[src/rtl/tlvt_pkg.sv]
// Shared types and constants for the timestamp visit table.
package tlvt_pkg;

	localparam int TABLE_DEPTH_DEFAULT = 64;
	localparam int KeyW  = 32;
	localparam int TimeW = 32;
	localparam int SlotW = 6;

	localparam logic CMD_LOOKUP = 1'b0;
	localparam logic CMD_MARK   = 1'b1;

	typedef struct packed {
		logic             command;
		logic [KeyW-1:0]  key_id;
		logic [TimeW-1:0] now;
	} tlvt_req_t;

	typedef struct packed {
		logic             found;
		logic [TimeW-1:0] stamp;
		logic [SlotW-1:0] slot;
		logic             replaced;
	} tlvt_rsp_t;

	typedef enum logic [1:0] {
		ST_IDLE,
		ST_SCAN,
		ST_COMMIT
	} tlvt_state_t;

	typedef struct packed {
		logic load;
		logic scan;
		logic commit;
	} tlvt_ctl_t;

	typedef struct packed {
		logic match;
		logic drained;
	} tlvt_sts_t;

endpackage

[src/rtl/tlvt_ctrl.sv]
// Sequencer for the timestamp visit table: idle, scan and commit phases.
module tlvt_ctrl import tlvt_pkg::*; (
	input  logic      clk,
	input  logic      arst_n,
	input  logic      start,
	input  tlvt_sts_t sts,
	output tlvt_ctl_t ctl,
	output logic      busy
);

	tlvt_state_t state_q;
	tlvt_state_t state_d;

	always_ff @(posedge clk or negedge arst_n) begin
		if (!arst_n) begin
			state_q <= ST_IDLE;
		end else begin
			state_q <= state_d;
		end
	end

	always_comb begin
		state_d = state_q;
		case (state_q)
			ST_IDLE: begin
				if (start) begin
					state_d = ST_SCAN;
				end
			end
			ST_SCAN: begin
				if (sts.match || sts.drained) begin
					state_d = ST_COMMIT;
				end
			end
			ST_COMMIT: begin
				state_d = ST_IDLE;
			end
			default: begin
				state_d = ST_IDLE;
			end
		endcase
	end

	always_comb begin
		busy       = 1'b1;
		ctl.load   = 1'b0;
		ctl.scan   = 1'b0;
		ctl.commit = 1'b0;
		case (state_q)
			ST_IDLE: begin
				busy     = 1'b0;
				ctl.load = start;
			end
			ST_SCAN: begin
				ctl.scan = 1'b1;
			end
			ST_COMMIT: begin
				ctl.commit = 1'b1;
			end
			default: begin
				busy = 1'b1;
			end
		endcase
	end

endmodule

[src/rtl/tlvt_dp.sv]
// Datapath of the timestamp visit table: entry memories, scan pipeline and result register.
module tlvt_dp import tlvt_pkg::*; #(
	parameter int TABLE_DEPTH = TABLE_DEPTH_DEFAULT
) (
	input  logic      clk,
	input  logic      arst_n,
	input  tlvt_req_t req,
	input  tlvt_ctl_t ctl,
	output tlvt_sts_t sts,
	output tlvt_rsp_t rsp,
	output logic      done
);

	localparam int IW = (TABLE_DEPTH > 1) ? $clog2(TABLE_DEPTH) : 1;
	localparam int UW = $clog2(TABLE_DEPTH + 1);
	localparam logic [UW-1:0] DEPTH_U = UW'(TABLE_DEPTH);

	logic [KeyW-1:0]  key_mem  [TABLE_DEPTH];
	logic [TimeW-1:0] time_mem [TABLE_DEPTH];

	tlvt_req_t        req_q;
	logic [UW-1:0]    used_q;
	logic [UW-1:0]    cnt_q;
	logic             vld_s1;
	logic [IW-1:0]    idx_s1;
	logic [KeyW-1:0]  key_s1;
	logic [TimeW-1:0] time_s1;
	logic [TimeW:0]   best_q;
	logic [IW-1:0]    victim_q;
	logic             hit_q;
	logic [IW-1:0]    hit_idx_q;
	logic [TimeW-1:0] hit_time_q;
	tlvt_rsp_t        rsp_q;
	logic             done_q;

	logic             issue;
	logic             match;
	logic             older;
	logic             wr_en;
	logic             append;
	logic [IW-1:0]    wr_idx;
	logic [IW-1:0]    slot_idx;
	logic [IW+SlotW-1:0] slot_ext;
	tlvt_rsp_t        rsp_d;

	assign issue = ctl.scan && (cnt_q < used_q);
	assign match = ctl.scan && vld_s1 && (key_s1 == req_q.key_id);
	assign older = ctl.scan && vld_s1 && !match && ({1'b0, time_s1} < best_q);

	assign sts.match   = match;
	assign sts.drained = (cnt_q >= used_q) && !vld_s1;

	// Decide the write-back and the result of the finished scan.
	always_comb begin
		wr_en    = 1'b0;
		append   = 1'b0;
		wr_idx   = hit_idx_q;
		slot_idx = '0;
		rsp_d    = '0;
		if (hit_q) begin
			wr_en       = (req_q.command == CMD_MARK);
			slot_idx    = hit_idx_q;
			rsp_d.found = 1'b1;
			rsp_d.stamp = (req_q.command == CMD_MARK) ? req_q.now : hit_time_q;
		end else if (req_q.command == CMD_MARK) begin
			wr_en       = 1'b1;
			rsp_d.stamp = req_q.now;
			if (used_q < DEPTH_U) begin
				append = 1'b1;
				wr_idx = used_q[IW-1:0];
			end else begin
				wr_idx         = victim_q;
				rsp_d.replaced = 1'b1;
			end
			slot_idx = wr_idx;
		end
		slot_ext   = {{SlotW{1'b0}}, slot_idx};
		rsp_d.slot = slot_ext[SlotW-1:0];
		wr_en      = wr_en && ctl.commit;
		append     = append && ctl.commit;
	end

	// Entry memories: one write port, one registered read port.
	always_ff @(posedge clk) begin
		if (wr_en) begin
			key_mem[wr_idx]  <= req_q.key_id;
			time_mem[wr_idx] <= req_q.now;
		end
		key_s1  <= key_mem[cnt_q[IW-1:0]];
		time_s1 <= time_mem[cnt_q[IW-1:0]];
		idx_s1  <= cnt_q[IW-1:0];
	end

	always_ff @(posedge clk or negedge arst_n) begin
		if (!arst_n) begin
			used_q <= '0;
			cnt_q  <= '0;
			vld_s1 <= 1'b0;
			hit_q  <= 1'b0;
			done_q <= 1'b0;
		end else begin
			vld_s1 <= issue;
			done_q <= ctl.commit;
			if (ctl.load) begin
				cnt_q <= '0;
				hit_q <= 1'b0;
			end else if (issue) begin
				cnt_q <= cnt_q + 1'b1;
			end
			if (match) begin
				hit_q <= 1'b1;
			end
			if (append) begin
				used_q <= used_q + 1'b1;
			end
		end
	end

	always_ff @(posedge clk) begin
		if (ctl.load) begin
			req_q    <= req;
			best_q   <= {1'b0, req.now} + 1'b1;
			victim_q <= '0;
		end else if (older) begin
			best_q   <= {1'b0, time_s1};
			victim_q <= idx_s1;
		end
		if (match) begin
			hit_idx_q  <= idx_s1;
			hit_time_q <= time_s1;
		end
		if (ctl.commit) begin
			rsp_q <= rsp_d;
		end
	end

	assign rsp  = rsp_q;
	assign done = done_q;

endmodule

[src/rtl/timestamp_lru_visit_table.sv]
// Top level of the timestamp visit table with least-recent replacement.
//
// A command is transferred at a rising edge where start is high and busy is low.
// The req struct carries the command (lookup or mark), the key and the current tick.
// Exactly one result follows each command: done is high for one cycle and rsp
// holds found, stamp, slot and replaced during that cycle. The receiver cannot
// stall, so the result is transferred at the edge that ends the done cycle.
// After the command transfer the block scans the used entries, one per cycle,
// through the registered read port of the entry memories. The scan stops early
// on a key match. The commit cycle then writes the entry back and registers the
// result, and done rises in the next cycle together with busy falling. The next
// command may be transferred at the edge that ends the done cycle.
// Reset clears the fill count and the controller; entry contents are not
// cleared, as only entries below the fill count are ever read, so no clearing
// pass is needed and the block accepts commands right after reset.
module timestamp_lru_visit_table import tlvt_pkg::*; #(
	parameter int TABLE_DEPTH = TABLE_DEPTH_DEFAULT
) (
	input  logic      clk,
	input  logic      arst_n,
	input  logic      start,
	output logic      busy,
	input  tlvt_req_t req,
	output logic      done,
	output tlvt_rsp_t rsp
);

	// Command and status between the sequencer and the datapath.
	tlvt_ctl_t ctl;
	tlvt_sts_t sts;

	tlvt_ctrl u_ctrl (
		.clk    (clk),
		.arst_n (arst_n),
		.start  (start),
		.sts    (sts),
		.ctl    (ctl),
		.busy   (busy)
	);

	tlvt_dp #(
		.TABLE_DEPTH (TABLE_DEPTH)
	) u_dp (
		.clk    (clk),
		.arst_n (arst_n),
		.req    (req),
		.ctl    (ctl),
		.sts    (sts),
		.rsp    (rsp),
		.done   (done)
	);

endmodule

[config.mk]
export PLATFORM = sky130hd
export DESIGN_NAME = timestamp_lru_visit_table
export DESIGN_NICKNAME = d
export VERILOG_FILES = /design/src/rtl/tlvt_pkg.sv /design/src/rtl/tlvt_ctrl.sv /design/src/rtl/tlvt_dp.sv /design/src/rtl/timestamp_lru_visit_table.sv
export SDC_FILE = /design/constraint.sdc
export NUM_CORES = 2
export LEC_CHECK = 0
export BUFFER_PORTS_ARGS = -buffer_cell sky130_fd_sc_hd__buf_4
export CAP_MARGIN = 30
export CORE_AREA = 2 2 747 749
export DETAILED_ROUTE_END_ITERATION = 8
export DIE_AREA = 0 0 749 751
export SYNTH_ARGS = -nofsm -noshare
export SYNTH_HDL_FRONTEND = slang
export SYNTH_SLANG_ARGS = --single-unit
[constraint.sdc]
create_clock -name clk -period 10.5 [get_ports clk]
set_input_delay 1.05 -clock clk [delete_from_list [all_inputs] [get_ports clk]]
set_output_delay 1.05 -clock clk [all_outputs]
set_load 0.05 [all_outputs]
==> results.toml <==
[cts]
cts_resized = 0
cts_buffers = 419
ctsHoldBuffers = 1
h-tree-depth = 5
max-clock-path-buffers = 4
clock_latency_ns = 1.03
cts_tree = "done"
clk_pin_slew_worst_paths_ns = 0.06
cts_root_buf = "clkbuf_16"
cts_setup_buffers = 0
cts_sinks = 4367

[placed_design]
dp_slack_ns = 5.49
port-buffer-count = 109
place_inst = 14100
dp_hpwl_mm = 275
place.gp.congestion = 0.804

[power_and_ir_drop]
switching_share_pct = 27.8
peakVddDrop_v = 0.000197
clkPwrFrac_pct = 33.7
switchingPower_mw = 12.4
internal_power_mw = 32.0
seq_power_share_pct = 46.1
leakage_nw = 56.8
p_comb_share_pct = 20.2
power_mw = 44.4
p_per_area_nw_per_um2 = 232

[setup_path]
cpMostUsedCell = "buf_4"
critPathCaptureType = "register"
start_kind = "register"
cp.required_ns = 11.09
crit_family = "simple AND/OR/NAND/NOR gates"
critical_path.slowest_cell = "nor2_4"
critPathBufInv = 2
criticalPathCategory = "reg -> reg"
path_cells = "buf_4 -> nand2b_1 -> a21oi_1 -> nor2b_1 -> nand2_1 -> nor2_4 -> buf_4"
worstPathArrival_ns = 5.70
crit_fanout = 44
crit_path_max_incr_delay_ns = 0.91

[timing]
tightest_slew_ns = 1.17
fmax_ghz = 0.196
slew_violations = 0
rsz0062_at_grt = "false"
max_slew_margin_pct = 22.3
period_share_pct = 48.6
final-setup-viol-count = 0
tns_ns = 0
timing.hold.ws_ns = 0.238
fin_skew_ns = 0.0687
period_minus_slack_ns = 5.11
fin_ws_ns = 5.39
final_hold_viol_count = 0

[layout]
final_common_cell = "edfxtp_1"
syn_to_final_growth_pct = 15.3
layout.cells.non_filler = 15000
final_cell_mix = "edfxtp_1 (4272), mux4_2 (1276), clkbuf_16 (425)"
drive_gt1_share_pct = 30.6
fillers = 50500
nets = 7373

[logic_synthesis]
syn_nets = 6907
synth_area_um2 = 166000
yosys_warnings = 0
synth_cell_types = 43
syn_avg_cell_area_um2 = 24.4
ys_ff_latch = 4367
ys_seq_area_share_pct = 78.5
synth_cells = 6798

[die]
std_cell_rows = 274
die_width_um = 749
coreArea_um2 = 555000
die-area_um2 = 562000
ios = 110
start_util_pct = 29.9
die_y_um = 751

[detailed_routing]
dr.pass1.iters = 6
wl_per_cell_um = 31.1
via_per_inst = 5.17
wl_mm = 464
drtAntennaViolNets = 0
drt-initial-drc-count = 10400
vias = 77300
drc = 0

[global_routing]
grt_remaining_overflow = 0
grt_pass1_vias = 77200
grt_max_degree = 136
grt_antenna_before_repair = 44
globalRouteTotalUtil_pct = 16.1
grt_pass1_wl_mm = 640

[flow_run]
max-cap-violations = 0

[hold_path]
hold_class = "in -> reg"

[status]
outcome = "completed"
## stage by stage
stage | area [um^2] | utilization, %
2_1_floorplan | 166000 | -
3_3_place_gp | 177000 | 31.9
3_5_place_dp | 178000 | 32.0
4_1_cts | 191000 | 34.4
5_1_grt | 191000 | 34.5
6_report | 191000 | 34.5
## routing by layer
| metal | share of wire [%] | routed length, um | vias to the layer above | GRT usage [%] |
|---|---|---|---|---|
| met5 | 0.021 | 96 | - | 0 |
| met4 | 3.2 | 14700 | 16 | 4.85 |
| met3 | 7.9 | 36600 | 633 | 2.44 |
| met2 | 49 | 228000 | 3692 | 26.8 |
| met1 | 40 | 185000 | 42700 | 21.9 |
| li1 | - | - | 30300 | - |
## layout make-up
cell class	count	area, um^2	share of cell area, %
antenna	18	45.0	0.0235
clock buffer	553	11400	5.95
clock inverter	222	2110	1.10
inverter	42	163	0.0850
multi-input combinational	2046	34500	18.0
sequential	4367	130000	68.1
tap	7314	9150	4.78
timing repair buffer	388	3680	1.92
## cells in the mapped netlist, drive strengths merged
cell	number	area (um^2)
nand2	87	327
edfxtp	4272	128000
clkbuf	174	653
o21bai	1	7.51
xnor2	52	455
nor2	91	342
nor4	3	18.8
a221oi	1	8.76
o211ai	3	22.5
nor4b	1	8.76
xor2	17	149
o21ai	48	240
buf	169	870
or2	2	12.5
nand4b	1	8.76
or4	2	15.0
and4	7	61.3
and3b	1	8.76
nor3	2	10.0
nor2b	54	338
a21oi	73	365
a21o	15	113
nand4	19	119
o21a	2	15.0
ha	41	513
a22o	31	272
mux4	1276	28700
or4b	1	10.0
nand3	20	100
mux2i	97	971
nand2b	3	18.8
a31oi	1	6.26
o31ai	4	30.0
and3	14	87.6
a211oi	70	526
dfxtp	76	1520
and2	4	25.0
nor3b	2	15.0
inv	42	158
dfrtp	19	475
## sequential cells by signal, indices dropped and copies added (netlist names), 2 cells and up
| signal | flops |
|---|---|
| u_ctrl.state_q | 2 |
| u_dp.best_q | 33 |
| u_dp.cnt_q | 7 |
| u_dp.hit_idx_q | 6 |
| u_dp.hit_time_q | 32 |
| u_dp.idx_s1 | 6 |
| u_dp.key_mem | 2048 |
| u_dp.key_s1 | 32 |
| u_dp.req_q | 65 |
| u_dp.rsp | 40 |
| u_dp.time_mem | 2048 |
| u_dp.time_s1 | 32 |
| u_dp.used_q | 7 |
| u_dp.victim_q | 6 |
## logic make-up (layout without fill, tap and decap cells)
| group | count (synthesis) | count (layout) | share of synthesized area [%] |
|---|---|---|---|
| AOI/OAI and AO/OA | 249 | 249 | 0.968 |
| xor gates and xnor gates | 69 | 69 | 0.364 |
| adders and majority gates | 41 | 41 | 0.309 |
| buffers and inverters | 385 | 1205 | 1.01 |
| DFF | 4367 | 4367 | 78.5 |
| muxes | 1373 | 1373 | 17.9 |
| other | 0 | 18 | 0 |
| and+or+nand+nor | 314 | 314 | 0.919 |
## power by group through the flow
| stage | Combinational, mW | Clock [mW] | Sequential [mW] |
|---|---|---|---|
| after floorplan | 5.03 | 0 | 21.2 |
| after global placement | 8.88 | 0 | 20.9 |
| after detailed placement | 9.09 | 0 | 20.8 |
| after CTS | 9.12 | 15.2 | 20.5 |
| after global routing | 9.37 | 15.8 | 20.5 |
| final | 8.97 | 14.9 | 20.5 |
## final timing paths
| path | startpoint | to | slack [ns] | depth (start not counted) |
|---|---|---|---|---|
| setup / recovery | u_dp.req_q[64] | u_dp.time_mem[41][6] | 5.39 | 7 |
| hold / removal | req[57] | u_dp.req_q[57] | 0.24 | 1 |
| setup reg to reg | u_dp.req_q[64] | u_dp.time_mem[41][6] | 5.39 | 7 |
| hold reg to reg | u_dp.idx_s1[4] | u_dp.hit_idx_q[4] | 0.44 | 0 |
| max in group asynchronous | arst_n | u_dp.cnt_q[4] | 9.75 | 2 |
| min in group asynchronous | arst_n | u_dp.done | 0.49 | 2 |
## worst reg2reg max path, delay by kind of cell (launching register included)
kind | cells | cell delay, ns
simple gates | 4 | 2.29
buf+inv | 2 | 1.37
compound gates | 1 | 0.54
flops | 1 | 0.34
Note: power is estimated with default switching activity, not from simulation.
